`src/rtl/cmp_pkg.sv`:
```
// ----------------------------------------------------------------------------
// cmp_pkg
// Shared types, codes and tables for the codestream marker parser.
// ----------------------------------------------------------------------------
package cmp_pkg;

  // Width of the running stream offset counter
  localparam int OFFSET_BITS = 32;
  localparam int OFFS_EXT    = (OFFSET_BITS > 32) ? OFFSET_BITS : 32;

  // Record queue
  localparam int QDEPTH = 4;
  localparam int QPTR_W = $clog2(QDEPTH);
  localparam int QCNT_W = $clog2(QDEPTH + 1);

  // Record kinds
  localparam logic [1:0] KIND_MARKER    = 2'd0;
  localparam logic [1:0] KIND_FIELD     = 2'd1;
  localparam logic [1:0] KIND_UNMATCHED = 2'd2;

  // Marker ids
  localparam logic [2:0] MK_SOC = 3'd0;
  localparam logic [2:0] MK_SOD = 3'd1;
  localparam logic [2:0] MK_SOT = 3'd2;
  localparam logic [2:0] MK_SIZ = 3'd3;
  localparam logic [2:0] MK_COC = 3'd4;
  localparam logic [2:0] MK_COD = 3'd5;
  localparam logic [2:0] MK_COM = 3'd6;
  localparam logic [2:0] MK_EOC = 3'd7;

  // Marker prefix and second bytes
  localparam logic [7:0] CODE_PREFIX = 8'hFF;
  localparam logic [7:0] CODE_SOC    = 8'h4F;
  localparam logic [7:0] CODE_SOD    = 8'h93;
  localparam logic [7:0] CODE_SOT    = 8'h90;
  localparam logic [7:0] CODE_SIZ    = 8'h51;
  localparam logic [7:0] CODE_COC    = 8'h53;
  localparam logic [7:0] CODE_COD    = 8'h52;
  localparam logic [7:0] CODE_COM    = 8'h64;
  localparam logic [7:0] CODE_EOC    = 8'hD9;

  // Field ids where the segment walk branches
  localparam logic [3:0] FLD_LEN      = 4'd0;
  localparam logic [3:0] FLD_TNSOT    = 4'd4;
  localparam logic [3:0] FLD_CSIZ     = 4'd10;
  localparam logic [3:0] FLD_SSIZ     = 4'd11;
  localparam logic [3:0] FLD_YRSIZ    = 4'd13;
  localparam logic [3:0] FLD_SGCOD    = 4'd2;
  localparam logic [3:0] FLD_SPCOD    = 4'd3;
  localparam logic [3:0] FLD_RCOM     = 4'd1;
  localparam logic [3:0] FLD_CCOM     = 4'd2;

  // Header bytes not counted in a body length
  localparam logic [15:0] COD_HDR_LEN = 16'd7;
  localparam logic [15:0] COM_HDR_LEN = 16'd4;

  typedef struct packed {
    logic [1:0]  kind;
    logic [2:0]  marker;
    logic [3:0]  field;
    logic [13:0] comp;
    logic [31:0] value;
    logic [31:0] offset;
    logic        last;
  } rec_t;

  typedef struct packed {
    rec_t       r0;
    rec_t       r1;
    logic [1:0] n;
  } rec_pair_t;

  typedef struct packed {
    logic       hit;
    logic [2:0] id;
  } marker_hit_t;

  // Byte width of each segment field, zero where no field exists
  function automatic logic [2:0] field_width(input logic [2:0] m, input logic [3:0] f);
    logic [2:0] w;
    w = 3'd0;
    case (m)
      MK_SOT: begin
        case (f)
          4'd0, 4'd1: w = 3'd2;
          4'd2:       w = 3'd4;
          4'd3, 4'd4: w = 3'd1;
          default:    w = 3'd0;
        endcase
      end
      MK_SIZ: begin
        case (f)
          4'd0, 4'd1, 4'd10:  w = 3'd2;
          4'd11, 4'd12, 4'd13: w = 3'd1;
          4'd14, 4'd15:       w = 3'd0;
          default:            w = 3'd4;
        endcase
      end
      MK_COD: begin
        case (f)
          4'd0:       w = 3'd2;
          4'd1, 4'd3: w = 3'd1;
          4'd2:       w = 3'd4;
          default:    w = 3'd0;
        endcase
      end
      MK_COM: begin
        case (f)
          4'd0, 4'd1: w = 3'd2;
          4'd2:       w = 3'd1;
          default:    w = 3'd0;
        endcase
      end
      default: w = 3'd0;
    endcase
    return w;
  endfunction

  function automatic marker_hit_t marker_lookup(input logic [7:0] b);
    marker_hit_t h;
    h.hit = 1'b1;
    h.id  = MK_SOC;
    case (b)
      CODE_SOC: h.id = MK_SOC;
      CODE_SOD: h.id = MK_SOD;
      CODE_SOT: h.id = MK_SOT;
      CODE_SIZ: h.id = MK_SIZ;
      CODE_COC: h.id = MK_COC;
      CODE_COD: h.id = MK_COD;
      CODE_COM: h.id = MK_COM;
      CODE_EOC: h.id = MK_EOC;
      default:  h.hit = 1'b0;
    endcase
    return h;
  endfunction

  function automatic logic [31:0] rec_offset(input logic [OFFSET_BITS-1:0] v);
    logic [OFFS_EXT-1:0] e;
    e = OFFS_EXT'(v);
    return e[31:0];
  endfunction

  function automatic rec_t make_rec(input logic [1:0] kind, input logic [2:0] marker,
                                    input logic [3:0] field, input logic [13:0] comp,
                                    input logic [31:0] value,
                                    input logic [OFFSET_BITS-1:0] offset);
    rec_t r;
    r.kind   = kind;
    r.marker = marker;
    r.field  = field;
    r.comp   = comp;
    r.value  = value;
    r.offset = rec_offset(offset);
    r.last   = 1'b0;
    return r;
  endfunction

endpackage

```
`src/rtl/cmp_parser.sv`:
```
// ----------------------------------------------------------------------------
// cmp_parser
// Parse state and per-byte decode: marker match, field gather and segment walk.
// ----------------------------------------------------------------------------
module cmp_parser (
  input  logic              clk,
  input  logic              rst,
  input  logic              take,
  input  logic [7:0]        data_byte,
  input  logic              end_of_stream,
  output cmp_pkg::rec_pair_t recs
);
  import cmp_pkg::*;

  logic [7:0]             pending_byte, pending_byte_next;
  logic                   pending_valid, pending_valid_next;
  logic [2:0]             phase_marker, phase_marker_next;
  logic [3:0]             phase_field, phase_field_next;
  logic [2:0]             field_byte_count, field_byte_count_next;
  logic [31:0]            field_accumulator, field_accumulator_next;
  logic [15:0]            segment_length, segment_length_next;
  logic [15:0]            bytes_remaining, bytes_remaining_next;
  logic [15:0]            component_total, component_total_next;
  logic [13:0]            component_counter, component_counter_next;
  logic [OFFSET_BITS-1:0] stream_offset, stream_offset_next;

  logic                   phase_active;
  logic [2:0]             width;
  logic [2:0]             cnt_inc;
  logic [31:0]            acc_shift;
  logic [OFFSET_BITS-1:0] prev_offset;
  logic [OFFSET_BITS-1:0] field_offset;
  logic [15:0]            cod_body;
  logic [15:0]            com_body;
  logic [15:0]            rem_dec;
  logic [15:0]            total_dec;
  logic [13:0]            field_comp;
  marker_hit_t            lookup;

  assign phase_active = (phase_marker != MK_SOC) || (phase_field != FLD_LEN);
  assign width        = field_width(phase_marker, phase_field);
  assign cnt_inc      = field_byte_count + 3'd1;
  assign acc_shift    = {field_accumulator[23:0], data_byte};
  assign prev_offset  = stream_offset - OFFSET_BITS'(1);
  assign field_offset = stream_offset - OFFSET_BITS'(width - 3'd1);
  assign cod_body     = (segment_length > COD_HDR_LEN) ? segment_length - COD_HDR_LEN : 16'd0;
  assign com_body     = (segment_length > COM_HDR_LEN) ? segment_length - COM_HDR_LEN : 16'd0;
  assign rem_dec      = bytes_remaining - 16'd1;
  assign total_dec    = component_total - 16'd1;
  assign field_comp   = (phase_marker == MK_SIZ && phase_field >= FLD_SSIZ) ?
                        component_counter : 14'd0;
  assign lookup       = marker_lookup(data_byte);

  always_comb begin
    pending_byte_next      = pending_byte;
    pending_valid_next     = pending_valid;
    phase_marker_next      = phase_marker;
    phase_field_next       = phase_field;
    field_byte_count_next  = field_byte_count;
    field_accumulator_next = field_accumulator;
    segment_length_next    = segment_length;
    bytes_remaining_next   = bytes_remaining;
    component_total_next   = component_total;
    component_counter_next = component_counter;
    stream_offset_next     = stream_offset;
    recs                   = '0;

    if (take) begin
      stream_offset_next = stream_offset + OFFSET_BITS'(1);

      if (phase_active && width != 3'd0) begin
        field_accumulator_next = acc_shift;
        field_byte_count_next  = cnt_inc;
        if (cnt_inc >= width) begin
          recs.r0 = make_rec(KIND_FIELD, phase_marker, phase_field, field_comp,
                             acc_shift, field_offset);
          recs.n  = 2'd1;
          field_accumulator_next = '0;
          field_byte_count_next  = '0;
          if (phase_field == FLD_LEN) begin
            segment_length_next = acc_shift[15:0];
          end
          // walk to the next field of the segment
          case (phase_marker)
            MK_SOT: begin
              if (phase_field < FLD_TNSOT) begin
                phase_field_next = phase_field + 4'd1;
              end else begin
                phase_marker_next = MK_SOC;
                phase_field_next  = FLD_LEN;
              end
            end
            MK_SIZ: begin
              if (phase_field < FLD_CSIZ) begin
                phase_field_next = phase_field + 4'd1;
              end else if (phase_field == FLD_CSIZ) begin
                component_total_next   = acc_shift[15:0];
                component_counter_next = '0;
                if (acc_shift[15:0] == 16'd0) begin
                  phase_marker_next = MK_SOC;
                  phase_field_next  = FLD_LEN;
                end else begin
                  phase_field_next = FLD_SSIZ;
                end
              end else if (phase_field < FLD_YRSIZ) begin
                phase_field_next = phase_field + 4'd1;
              end else begin
                component_counter_next = component_counter + 14'd1;
                component_total_next   = total_dec;
                if (total_dec == 16'd0) begin
                  phase_marker_next = MK_SOC;
                  phase_field_next  = FLD_LEN;
                end else begin
                  phase_field_next = FLD_SSIZ;
                end
              end
            end
            MK_COD: begin
              if (phase_field < FLD_SGCOD) begin
                phase_field_next = phase_field + 4'd1;
              end else if (phase_field == FLD_SGCOD) begin
                bytes_remaining_next = cod_body;
                if (cod_body == 16'd0) begin
                  phase_marker_next = MK_SOC;
                  phase_field_next  = FLD_LEN;
                end else begin
                  phase_field_next = FLD_SPCOD;
                end
              end else begin
                bytes_remaining_next = rem_dec;
                if (rem_dec == 16'd0) begin
                  phase_marker_next = MK_SOC;
                  phase_field_next  = FLD_LEN;
                end
              end
            end
            MK_COM: begin
              if (phase_field == FLD_LEN) begin
                phase_field_next = FLD_RCOM;
              end else if (phase_field == FLD_RCOM) begin
                bytes_remaining_next = com_body;
                if (com_body == 16'd0) begin
                  phase_marker_next = MK_SOC;
                  phase_field_next  = FLD_LEN;
                end else begin
                  phase_field_next = FLD_CCOM;
                end
              end else begin
                bytes_remaining_next = rem_dec;
                if (rem_dec == 16'd0) begin
                  phase_marker_next = MK_SOC;
                  phase_field_next  = FLD_LEN;
                end
              end
            end
            default: begin
              phase_marker_next = MK_SOC;
              phase_field_next  = FLD_LEN;
            end
          endcase
        end
      end else begin
        phase_marker_next = MK_SOC;
        phase_field_next  = FLD_LEN;
        if (pending_valid && pending_byte == CODE_PREFIX && lookup.hit) begin
          recs.r0 = make_rec(KIND_MARKER, lookup.id, FLD_LEN, 14'd0,
                             {16'd0, CODE_PREFIX, data_byte}, prev_offset);
          recs.n  = 2'd1;
          pending_valid_next     = 1'b0;
          pending_byte_next      = '0;
          field_accumulator_next = '0;
          field_byte_count_next  = '0;
          if (lookup.id == MK_SOT || lookup.id == MK_SIZ ||
              lookup.id == MK_COD || lookup.id == MK_COM) begin
            phase_marker_next = lookup.id;
          end
        end else begin
          if (pending_valid) begin
            recs.r0 = make_rec(KIND_UNMATCHED, MK_SOC, FLD_LEN, 14'd0,
                               {24'd0, pending_byte}, prev_offset);
          end
          if (end_of_stream) begin
            // flush the final byte behind any pending one
            if (pending_valid) begin
              recs.r1 = make_rec(KIND_UNMATCHED, MK_SOC, FLD_LEN, 14'd0,
                                 {24'd0, data_byte}, stream_offset);
              recs.n  = 2'd2;
            end else begin
              recs.r0 = make_rec(KIND_UNMATCHED, MK_SOC, FLD_LEN, 14'd0,
                                 {24'd0, data_byte}, stream_offset);
              recs.n  = 2'd1;
            end
            pending_valid_next = 1'b0;
            pending_byte_next  = '0;
          end else begin
            recs.n             = pending_valid ? 2'd1 : 2'd0;
            pending_byte_next  = data_byte;
            pending_valid_next = 1'b1;
          end
        end
      end

      if (end_of_stream) begin
        phase_marker_next      = MK_SOC;
        phase_field_next       = FLD_LEN;
        pending_valid_next     = 1'b0;
        pending_byte_next      = '0;
        field_accumulator_next = '0;
        field_byte_count_next  = '0;
      end

      if (recs.n == 2'd1) begin
        recs.r0.last = 1'b1;
      end
      if (recs.n == 2'd2) begin
        recs.r1.last = 1'b1;
      end
    end
  end

  always_ff @(posedge clk) begin
    if (rst) begin
      pending_byte      <= '0;
      pending_valid     <= 1'b0;
      phase_marker      <= MK_SOC;
      phase_field       <= FLD_LEN;
      field_byte_count  <= '0;
      field_accumulator <= '0;
      segment_length    <= '0;
      bytes_remaining   <= '0;
      component_total   <= '0;
      component_counter <= '0;
      stream_offset     <= '0;
    end else begin
      pending_byte      <= pending_byte_next;
      pending_valid     <= pending_valid_next;
      phase_marker      <= phase_marker_next;
      phase_field       <= phase_field_next;
      field_byte_count  <= field_byte_count_next;
      field_accumulator <= field_accumulator_next;
      segment_length    <= segment_length_next;
      bytes_remaining   <= bytes_remaining_next;
      component_total   <= component_total_next;
      component_counter <= component_counter_next;
      stream_offset     <= stream_offset_next;
    end
  end

  // a live segment phase always names a real field
  a_phase_has_field: assert property (@(posedge clk) disable iff (rst)
    phase_active |-> (width != 3'd0))
    else $error("segment phase points at no field");

  // a byte is held back only while scanning
  a_pending_scan: assert property (@(posedge clk) disable iff (rst)
    pending_valid |-> !phase_active)
    else $error("pending byte held inside a segment");

  // per-component SIZ fields only run with components left
  a_siz_components: assert property (@(posedge clk) disable iff (rst)
    (phase_marker == MK_SIZ && phase_field >= FLD_SSIZ) |-> (component_total != 16'd0))
    else $error("SIZ component phase with no components left");

endmodule

```
`src/rtl/cmp_outq.sv`:
```
// ----------------------------------------------------------------------------
// cmp_outq
// Small record queue: takes up to two records per cycle, hands out one.
// ----------------------------------------------------------------------------
module cmp_outq (
  input  logic               clk,
  input  logic               rst,
  input  cmp_pkg::rec_pair_t recs,
  input  logic               pop,
  output cmp_pkg::rec_t      head,
  output logic               not_empty,
  output logic               low_room
);
  import cmp_pkg::*;

  rec_t              mem [QDEPTH];
  logic [QPTR_W-1:0] wr_ptr, wr_ptr_next;
  logic [QPTR_W-1:0] wr_ptr_inc;
  logic [QPTR_W-1:0] rd_ptr, rd_ptr_next;
  logic [QCNT_W-1:0] count, count_next;

  assign wr_ptr_inc  = wr_ptr + QPTR_W'(1);
  assign wr_ptr_next = wr_ptr + QPTR_W'(recs.n);
  assign rd_ptr_next = pop ? rd_ptr + QPTR_W'(1) : rd_ptr;
  assign count_next  = count + QCNT_W'(recs.n) - QCNT_W'(pop);

  assign head      = mem[rd_ptr];
  assign not_empty = (count != '0);
  // hold off input unless two slots are free
  assign low_room  = (count > QCNT_W'(QDEPTH - 2));

  always_ff @(posedge clk) begin
    if (recs.n != 2'd0) begin
      mem[wr_ptr] <= recs.r0;
    end
    if (recs.n == 2'd2) begin
      mem[wr_ptr_inc] <= recs.r1;
    end
  end

  always_ff @(posedge clk) begin
    if (rst) begin
      wr_ptr <= '0;
      rd_ptr <= '0;
      count  <= '0;
    end else begin
      wr_ptr <= wr_ptr_next;
      rd_ptr <= rd_ptr_next;
      count  <= count_next;
    end
  end

  a_no_overfill: assert property (@(posedge clk) disable iff (rst)
    count <= QCNT_W'(QDEPTH))
    else $error("record queue overfilled");

  a_push_room: assert property (@(posedge clk) disable iff (rst)
    (recs.n != 2'd0) |-> (count <= QCNT_W'(QDEPTH - 2)))
    else $error("records pushed without room for two");

  a_pop_nonempty: assert property (@(posedge clk) disable iff (rst)
    pop |-> (count != '0))
    else $error("record popped from empty queue");

endmodule

```
`src/rtl/codestream_marker_parser.sv`:
```
// ----------------------------------------------------------------------------
// codestream_marker_parser
// Byte-wide JPEG 2000 codestream marker and segment field parser.
//
//   channel  direction  handshake            payload
//   input    in         in_valid / in_stall  data_byte, end_of_stream
//   output   out        out_valid/out_stall  record_kind .. last_of_run
//
// One byte is decoded in the cycle it is accepted; its records enter a
// four-entry queue that hands out one record per cycle unless out_stall
// is high. Bytes yielding one record stream at one per cycle when no stall
// is raised; a byte with two records sends them one at a time out of the
// single-record output port. Reset is synchronous, with no clearing pass;
// in_stall rises while over two records wait, so output stalls back up.
// ----------------------------------------------------------------------------
module codestream_marker_parser (
  input  logic        clk,
  input  logic        rst,
  input  logic        in_valid,
  output logic        in_stall,
  input  logic [7:0]  data_byte,
  input  logic        end_of_stream,
  output logic        out_valid,
  input  logic        out_stall,
  output logic [1:0]  record_kind,
  output logic [2:0]  marker_id,
  output logic [3:0]  field_id,
  output logic [13:0] component_number,
  output logic [31:0] field_value,
  output logic [31:0] byte_offset,
  output logic        last_of_run
);
  import cmp_pkg::*;

  rec_pair_t recs;
  rec_t      head;
  logic      take;
  logic      pop;
  logic      low_room;

  assign in_stall = low_room;
  assign take     = in_valid && !low_room;
  assign pop      = out_valid && !out_stall;

  cmp_parser u_parser (
    .clk           (clk),
    .rst           (rst),
    .take          (take),
    .data_byte     (data_byte),
    .end_of_stream (end_of_stream),
    .recs          (recs)
  );

  cmp_outq u_outq (
    .clk       (clk),
    .rst       (rst),
    .recs      (recs),
    .pop       (pop),
    .head      (head),
    .not_empty (out_valid),
    .low_room  (low_room)
  );

  assign record_kind      = head.kind;
  assign marker_id        = head.marker;
  assign field_id         = head.field;
  assign component_number = head.comp;
  assign field_value      = head.value;
  assign byte_offset      = head.offset;
  assign last_of_run      = head.last;

endmodule
```
`config.mk`:
```
export PLATFORM = sky130hd
export DESIGN_NAME = codestream_marker_parser
export DESIGN_NICKNAME = d
export VERILOG_FILES = /design/src/rtl/cmp_pkg.sv /design/src/rtl/cmp_parser.sv /design/src/rtl/cmp_outq.sv /design/src/rtl/codestream_marker_parser.sv
export SDC_FILE = /design/constraint.sdc
export NUM_CORES = 1
export LEC_CHECK = 0
export BUFFER_PORTS_ARGS = -buffer_cell sky130_fd_sc_hd__buf_2
export CORE_MARGIN = 2
export CORE_UTILIZATION = 30
export DETAILED_ROUTE_END_ITERATION = 12
export SYNTH_ARGS = -nofsm -noshare
export SYNTH_HDL_FRONTEND = slang
export SYNTH_SLANG_ARGS = --single-unit
```
`constraint.sdc`:
```
create_clock -name clk -period 9.54 [get_ports clk]
set_clock_uncertainty 0.1 [all_clocks]
set_input_delay 0.477 -clock clk [delete_from_list [all_inputs] [get_ports clk]]
set_output_delay 0.477 -clock clk [all_outputs]
set_load 0.1 [all_outputs]
```
==> flow_summary_export.csv, run 1 <==
group,metric,value,unit
yosys,yosysTopAreaCell,"dfxtp_1",
min_path,hold_class,"primary input to register",
drt,drt_iter0_drc,2246,
critical_path,path_class,"register to register",
floorplan,io_pins,103,
yosys,synth_area,27300,um^2
timing,slew-limit-headroom,19.1,%
min_path,min_path_cells,3,
timing,rsz0062_at_grt,"false",
critical_path,cpMostUsedCell,"nor2_1",
place,portBuffers,102,
drt,via_per_inst,5.49,
drt,wl,84500,um
power,ir_drop,0.000151,V
clocking,path_clk_slew,0.07,ns
grt,grt_busiest_layer,"met2",
timing,clock.fmax,169,MHz
floorplan,fp.dieArea,93400,um^2
critical_path,worstPathRequired,9.95,ns
floorplan,die_y,306,um
clocking,htree_levels,2,
grt,grt_max_degree,86,
floorplan,initial_core_util,30.3,%
critical_path,max_stage_delay,0.86,ns
drt,vias,23256,
timing,maxSlewViolCount,0,
yosys,synth_area_leaders,"dfxtp_1 (24%), edfxtp_1 (18%), mux4_2 (7.3%)",
grt,met2_usage,29.1,%
power,power_leakage,11.0,nW
critical_path,crit_fanout,85,
status,outcome,"completed",
layout,num-nets-final,3100,
place,finalWeightedCongestion,0.901,
yosys,ys_warn_count,0,
yosys,seq_area_frac_synth,42.9,%
critical_path,cp_cell_sequence,"nor2_1 -> and2_1 -> a22o_1 -> a22oi_1 -> ha_1 -> a21oi_1 -> o21ai_1 -> nand2_1 -> nor2_4 -> buf_4 -> o21bai_4 -> buf_4 -> nor2_1 -> a21oi_1 -> nor2_1",
clocking,cts_setup_buffers,0,
layout,nFillCells,9165,
timing,setup_slack,3.63,ns
layout,drive_gt1_share,12.0,%
power,powerDensity,200,nW/um^2
critical_path,crit_family,"compound AO/OA/AOI/OAI gates",
grt,met3_usage,2.54,%
critical_path,crit_cells,15,
critical_path,critPathBufInv,2,
clocking,ctsResizeCount,0,
place,pre_cts_slack,3.77,ns
clocking,cts_tree,"done",
layout,syn2layout_area_growth,11.4,%
timing,setup_tns,0,ns
clocking,cts_root_buf,"clkbuf_16",
clocking,clock-sinks,501,
timing,finalCriticalPeriod,5.91,ns
clocking,numCtsBuffers,52,
grt,grt_usage,17.7,%
clocking,cts_buffer_depth,3,
floorplan,rows,110,
grt,grt_pass1_wl,132000,um
critical_path,r2r_slack,3.63,ns
grt,grt_util_met1,24.1,%
yosys,netlist_instances,3080,
floorplan,core_area,90100,um^2
yosys,synth_edf_count,168,
drt,wire_per_inst,20.0,um
critical_path,crit_path_start,"u_parser.phase_field[2]",
critical_path,endpoint_kind,"register",
critical_path,timing.rr.end,"u_outq.mem[2][58]",
yosys,async_reset_ff_share,0,%
critical_path,r2r_start,"u_parser.phase_field[2]",
critical_path,r2r_cells,15,
place,hpwl,54000,um
yosys,ys_ff_latch,501,
flow_run,cap_violations,0,
grt,antenna_found_initial,4,
timing,hold_violations,0,
yosys,synth_top_area_share,24.4,%
timing,tightest_slew,1.21,ns
drt,drcViolationCount,0,
drt,drtPass1Iterations,8,
yosys,postSynthAreaPerCell,8.86,um^2
yosys,synth.net_count,3164,
timing,post-route-period-util,62.0,%
clocking,postCtsHoldBufs,0,
yosys,synth_top_flop_cell,"dfxtp_1",
critical_path,endpoint,"u_outq.mem[2][58]",
critical_path,worstSetupStartpointType,"register",
floorplan,die_w,306,um
yosys,yosysUniqueCellTypes,100,
layout,diodes,0,
critical_path,slowest_stage,"o21bai_4",
clocking,clk_latency,0.64,ns
grt,grt.overflow.total,0,
critical_path,worstPathArrival,6.33,ns
drt,ant_nets,0,
grt,grt_pass1_vias,22187,
timing,setup_viol_count_final,0,
==> power breakdown <==
group / internal, mW / total (mW) / switching [mW]
logic: 0.356 / 1.56 / 1.20
registers: 2.28 / 2.37 / 0.0940
clock network: 1.23 / 2.15 / 0.925
total: 3.86 / 6.08 / 2.22
==> cell type report <==
class	count	area, um^2	area share (%)
tap	1176	1470	4.84
clock buffer	67	1410	4.64
sequential	501	11700	38.6
timing repair buffer	142	813	2.68
clock inverter	29	397	1.31
multi-input combinational	2279	14400	47.5
inverter	40	150	0.494
==> metal layers <==
metal	up-vias	part of all wire [%]
li1	11025	-
met1	11304	44
met2	801	47
met3	122	6.6
met4	4	2.2
met5	-	0.031
==> cells by family (layout without fill, tap and decap cells) <==
kind of cell	after synthesis	after routing	synth area share, %
DFF	501	501	42.9
xor gates and xnor gates	113	113	3.63
AOI/OAI and AO/OA	818	818	18.1
buffers and inverters	300	278	4.48
and+or+nand+nor	1184	1184	20.1
adders and majority gates	71	71	3.31
muxes	93	93	7.45
==> worst register-to-register path: cells and delay by family (launching register included) <==
kind | cells | cell delay (ns)
buffers and inverters | 2 | 1.24
DFF | 1 | 0.82
AOI/OAI and AO/OA | 6 | 1.89
adders and majority gates | 1 | 0.33
and+or+nand+nor | 6 | 1.43
==> cells in the final DEF (no fill, tap or decap), drive strengths merged, types with 58 or more instances in the layout <==
cell type / count
clkbuf: 67
o21ai: 302
dfxtp: 333
nand3: 165
ha: 69
nor2: 342
buf: 142
a21oi: 247
nor3: 58
mux4: 88
nand2: 394
a22o: 63
xor2: 72
edfxtp: 168
==> through the flow <==
stage	std cells	hold slack, ns	instance area [um^2]	power (mW)	util [%]
finish	4234	0.258	30400	6.08	33.7
global route	4234	0.258	30400	6.28	33.7
CTS	4234	0.228	30400	6.13	33.7
detailed placement	4138	0.339	28600	3.98	31.7
global placement	4138	0.334	28600	3.98	31.7
floorplan	3080	0.321	27300	3.64	-
==> cell usage after synthesis (44+ instances only) <==
library cell  count
edfxtp_1        168
clkbuf_1        190
xor2_1           72
nand3_1         164
a22o_1           63
o21ai_0         295
nor3_1           57
ha_1             69
mux4_2           88
and3_1           44
nand2_1         392
dfxtp_1         333
a21oi_1         246
nor2_1          338
==> how the worst min path moves through the flow <==
stage,start,to,slack [ns]
floorplan,u_outq.mem[3][86],u_outq.mem[3][86],0.32
global placement,u_outq.mem[1][86],u_outq.mem[1][86],0.33
detailed placement,u_outq.mem[1][86],u_outq.mem[1][86],0.34
global route,data_byte[0],u_parser.segment_length[0],0.26
finish,data_byte[0],u_parser.segment_length[0],0.26
CTS,data_byte[0],u_parser.segment_length[0],0.23
==> state kept, by name, summed over array words and instances, names as in the netlist, named ones only <==
signal and flops:
u_parser.field_accumulator 24, u_outq.wr_ptr 2, u_parser.bytes_remaining 16, u_outq.mem 352, u_parser.component_counter 14, u_parser.pending_byte 8, u_parser.phase_marker 3, u_parser.stream_offset 32
u_parser.phase_field 4, u_parser.segment_length 16, u_parser.field_byte_count 3, u_outq.rd_ptr 2, u_parser.component_total 16, u_outq.count 3, u_parser.pending_valid 1
Power figures use the tool's default switching activity.
==> run 2: changes to the inputs <==
- ABC_AREA: unset -> 1
- clock period: 9.54 -> 5.7 ns (I/O delays scaled with it)
==> run 2 against run 1 <==
Net effect:
- utilization rose by 0.24 points
- register-to-register slack worse by 3.2 ns
- hold slack worse by 0.21 ns
- synthesized cell count is 25% higher
- non-clock buffer count up 12
- global-route usage grew 2.1 points
- critical path depth up 4
- count of clock-buffer cells in the layout is 2 higher
- clock power is 77% higher
- critical endpoint is now u_outq.mem[0][34]
- largest power group is now combinational cells
==> flow_summary_export.csv, run 2 <==
group,metric,value,unit
yosys,synth.net_count,3920,
grt,grt.overflow.total,0,
status,outcome,"completed",
grt,grt_pass1_wl,152000,um
yosys,synth_area,28200,um^2
place,pre_cts_slack,0.461,ns
timing,rsz0062_at_grt,"false",
yosys,muxShareOfSynthArea,0,%
layout,largest_register_ffs,352,
critical_path,endpoint,"u_outq.mem[0][34]",
timing,setup_tns,0,ns
timing,clock.fmax,189,MHz
floorplan,io_pins,103,
layout,final_common_cell,"nand2_1",
grt,grt_usage,19.7,%
timing,tightest_slew,1.17,ns
clocking,clock-sinks,501,
timing,hold_slack,0.0429,ns
critical_path,r2r_slack,0.42,ns
yosys,synth_xor_area_share,1.27,%
yosys,yosysMostFrequentCell,"nand2_1",
clocking,cts_tree,"done",
yosys,synth-simple-area-share,24.8,%
timing,finalCriticalPeriod,5.28,ns
clocking,numCtsBuffers,54,
drt,drt_iter0_drc,2999,
yosys,synth_top_flop_cell,"dfxtp_1",
floorplan,initial_core_util,30.2,%
floorplan,rows,112,
yosys,yosysTopAreaCell,"dfxtp_1",
yosys,seq_area_frac_synth,41.5,%
yosys,synth_edf_count,168,
clocking,clk_latency,0.67,ns
yosys,synth_compound_area_share,21.0,%
min_path,hold_class,"primary input to register",
critical_path,crit_cells,19,
layout,num-nets-final,3902,
power,power,11.9,mW
drt,wire_per_inst,19.5,um
grt,grt_max_degree,97,
drt,vias,27828,
timing,setup_slack,0.421,ns
clocking,path_clk_slew,0.06,ns
drt,ant_nets,0,
layout,syn2layout_area_growth,12.3,%
drt,via_per_inst,5.44,
yosys,postSynthAreaPerCell,7.36,um^2
drt,drcViolationCount,0,
timing,setup_viol_count_final,0,
critical_path,critPathBufInv,7,
place,hpwl,66600,um
critical_path,path_class,"register to register",
floorplan,die_y,311,um
layout,regMostFlops,"u_outq.mem",
critical_path,timing.rr.end,"u_outq.mem[0][34]",
place,finalWeightedCongestion,0.963,
power,power_leakage,12.1,nW
critical_path,r2r_start,"u_parser.phase_marker[1]",
yosys,synth_top_family_by_area,"simple AND/OR/NAND/NOR gates",
critical_path,crit_path_start,"u_parser.phase_marker[1]",
timing,hold_violations,0,
yosys,ys_ff_latch,501,
critical_path,worstSetupStartpointType,"register",
critical_path,endpoint_kind,"register",
yosys,synth_common_cells,"nand2_1 (572), o21ai_0 (492), nor2_1 (450)",
critical_path,worstPathRequired,5.94,ns
power,ir_drop,0.000375,V
critical_path,max_stage_delay,0.76,ns
grt,grt_pass1_vias,25156,
floorplan,core_area,93300,um^2
clocking,cts_buffer_depth,3,
layout,final_cell_mix,"nand2_1 (568), o21ai_0 (492), nor2_1 (449), nand3_1 (390), dfxtp_1 (331)",
yosys,synthAdderAreaFrac,3.20,%
yosys,synth_area_leaders,"dfxtp_1 (24%), edfxtp_1 (18%), o21ai_0 (8.7%)",
critical_path,slowest_stage,"buf_4",
yosys,ys_warn_count,0,
drt,wl,99700,um
critical_path,crit_fanout,55,
flow_run,cap_violations,0,
grt,antenna_found_initial,6,
clocking,htree_levels,2,
timing,maxSlewViolCount,0,
min_path,hold_path.startpoint,"data_byte[3]",
critical_path,cp_cell_sequence,"inv_1 -> nor2_1 -> inv_1 -> nor2_1 -> clkinv_1 -> nor2_1 -> nor3_2 -> ha_1 -> ha_1 -> nor2_8 -> inv_4 -> nor2_8 -> inv_2 -> nand3_4 -> nor2_8 -> nand2_4 -> buf_4 -> buf_4 -> o21ai_0",
place,portBuffers,102,
floorplan,fp.dieArea,96600,um^2
drt,drtPass1Iterations,7,
critical_path,r2r_cells,19,
critical_path,crit_family,"buffers and inverters",
timing,post-route-period-util,92.6,%
timing,slew-limit-headroom,21.4,%
floorplan,die_w,311,um
power,powerDensity,376,nW/um^2
yosys,yosysUniqueCellTypes,61,
yosys,netlist_instances,3836,
critical_path,worstPathArrival,5.52,ns
yosys,synth_top_area_share,23.6,%
yosys,async_reset_ff_share,0,%
layout,drive_gt1_share,8.15,%
clocking,cts_root_buf,"clkbuf_16",
layout,top_regs,"u_outq.mem: 352 flops, u_parser.stream_offset: 32 flops, u_parser.field_accumulator: 24 flops",
==> run 2: cell count changes in the layout (fill, tap and decap cells not counted), moves of 44 or more <==
| cell | before | now |
|---|---|---|
| mux4_2 | 88 | 0 |
| a22o_1 | 63 | 0 |
| a21oi_1 | 244 | 188 |
| nor2_1 | 337 | 449 |
| o22ai_1 | 23 | 164 |
| o21ai_0 | 295 | 492 |
| nand3_1 | 164 | 390 |
| o21ai_1 | 4 | 106 |
| and3_1 | 44 | 0 |
| nand2_1 | 390 | 568 |
| inv_1 | 37 | 297 |
==> run 2: how the worst min path moves through the flow <==
stage	endpoint	slack, ns	cells past startpoint
after floorplan	u_parser.component_counter[13]	0.32	1
after global placement	u_parser.component_counter[13]	0.34	1
after detailed placement	u_parser.component_counter[13]	0.35	1
after CTS	u_parser.segment_length[3]	0.02	3
after global routing	u_parser.segment_length[3]	0.07	3
final	u_parser.segment_length[3]	0.04	3
==> run 2: repair_timing <==
item / CTS / global route
setup endpoints to repair: 0 / 10
buffers inserted: 0 / 0
hold endpoints to repair: 20 / 0
hold buffers: 8 / 0
gates resized for setup: 0 / 2
==> run 2: routing by layer <==
layer  share of wire (%)  track usage [%]
met5               0.039                0
met4                 2.2             5.16
met3                 7.8             2.65
met2                  44             30.6
met1                  46             28.6
==> run 2: cell families after synthesis <==
group                    after synthesis
adder cells (fa/ha/maj)               71
AND/OR/NAND/NOR                     1594
XOR/XNOR                              41
buffers and inverters                554
flip-flops                           501
AO/OA/AOI/OAI                       1075
==> run 2: through the flow <==
stage          cells  utilization (%)  instance area [um^2]
2_1_floorplan   3836                -                 28200
3_3_place_gp    5008             31.8                 29700
3_5_place_dp    5008             31.8                 29700
4_1_cts         5117             33.9                 31700
5_1_grt         5117             34.0                 31700
6_report        5118             34.0                 31700
==> run 2: worst reg2reg max path, cell delays in order, from the launching register on <==
cell,delay [ns]
dfxtp_1,0.38
inv_1,0.10
nor2_1,0.12
inv_1,0.06
nor2_1,0.28
clkinv_1,0.35
nor2_1,0.22
nor3_2,0.12
ha_1,0.19
ha_1,0.27
nor2_8,0.31
inv_4,0.20
nor2_8,0.31
inv_2,0.18
nand3_4,0.15
nor2_8,0.09
nand2_4,0.09
buf_4,0.41
buf_4,0.77
o21ai_0,0.26
==> run 2: cell type report <==
class | instances | area, um^2
clock buffers | 69 | 1480
well taps | 1254 | 1570
inverters | 326 | 1240
flip-flops and latches | 501 | 11700
multi-input cells | 2781 | 14300
diodes | 1 | 2.50
clock inverters | 32 | 422
repair buffers | 154 | 1010
fillers | 10018 | 61600
==> run 2: power by group <==
group / leakage [nW] / internal [mW] / total [mW] / switching (mW)
Combinational: 7.02 / 0.641 / 4.16 / 3.52
Clock: 0.921 / 2.17 / 3.80 / 1.62
Sequential: 4.13 / 3.84 / 3.97 / 0.132
Total: 12.1 / 6.66 / 11.9 / 5.27
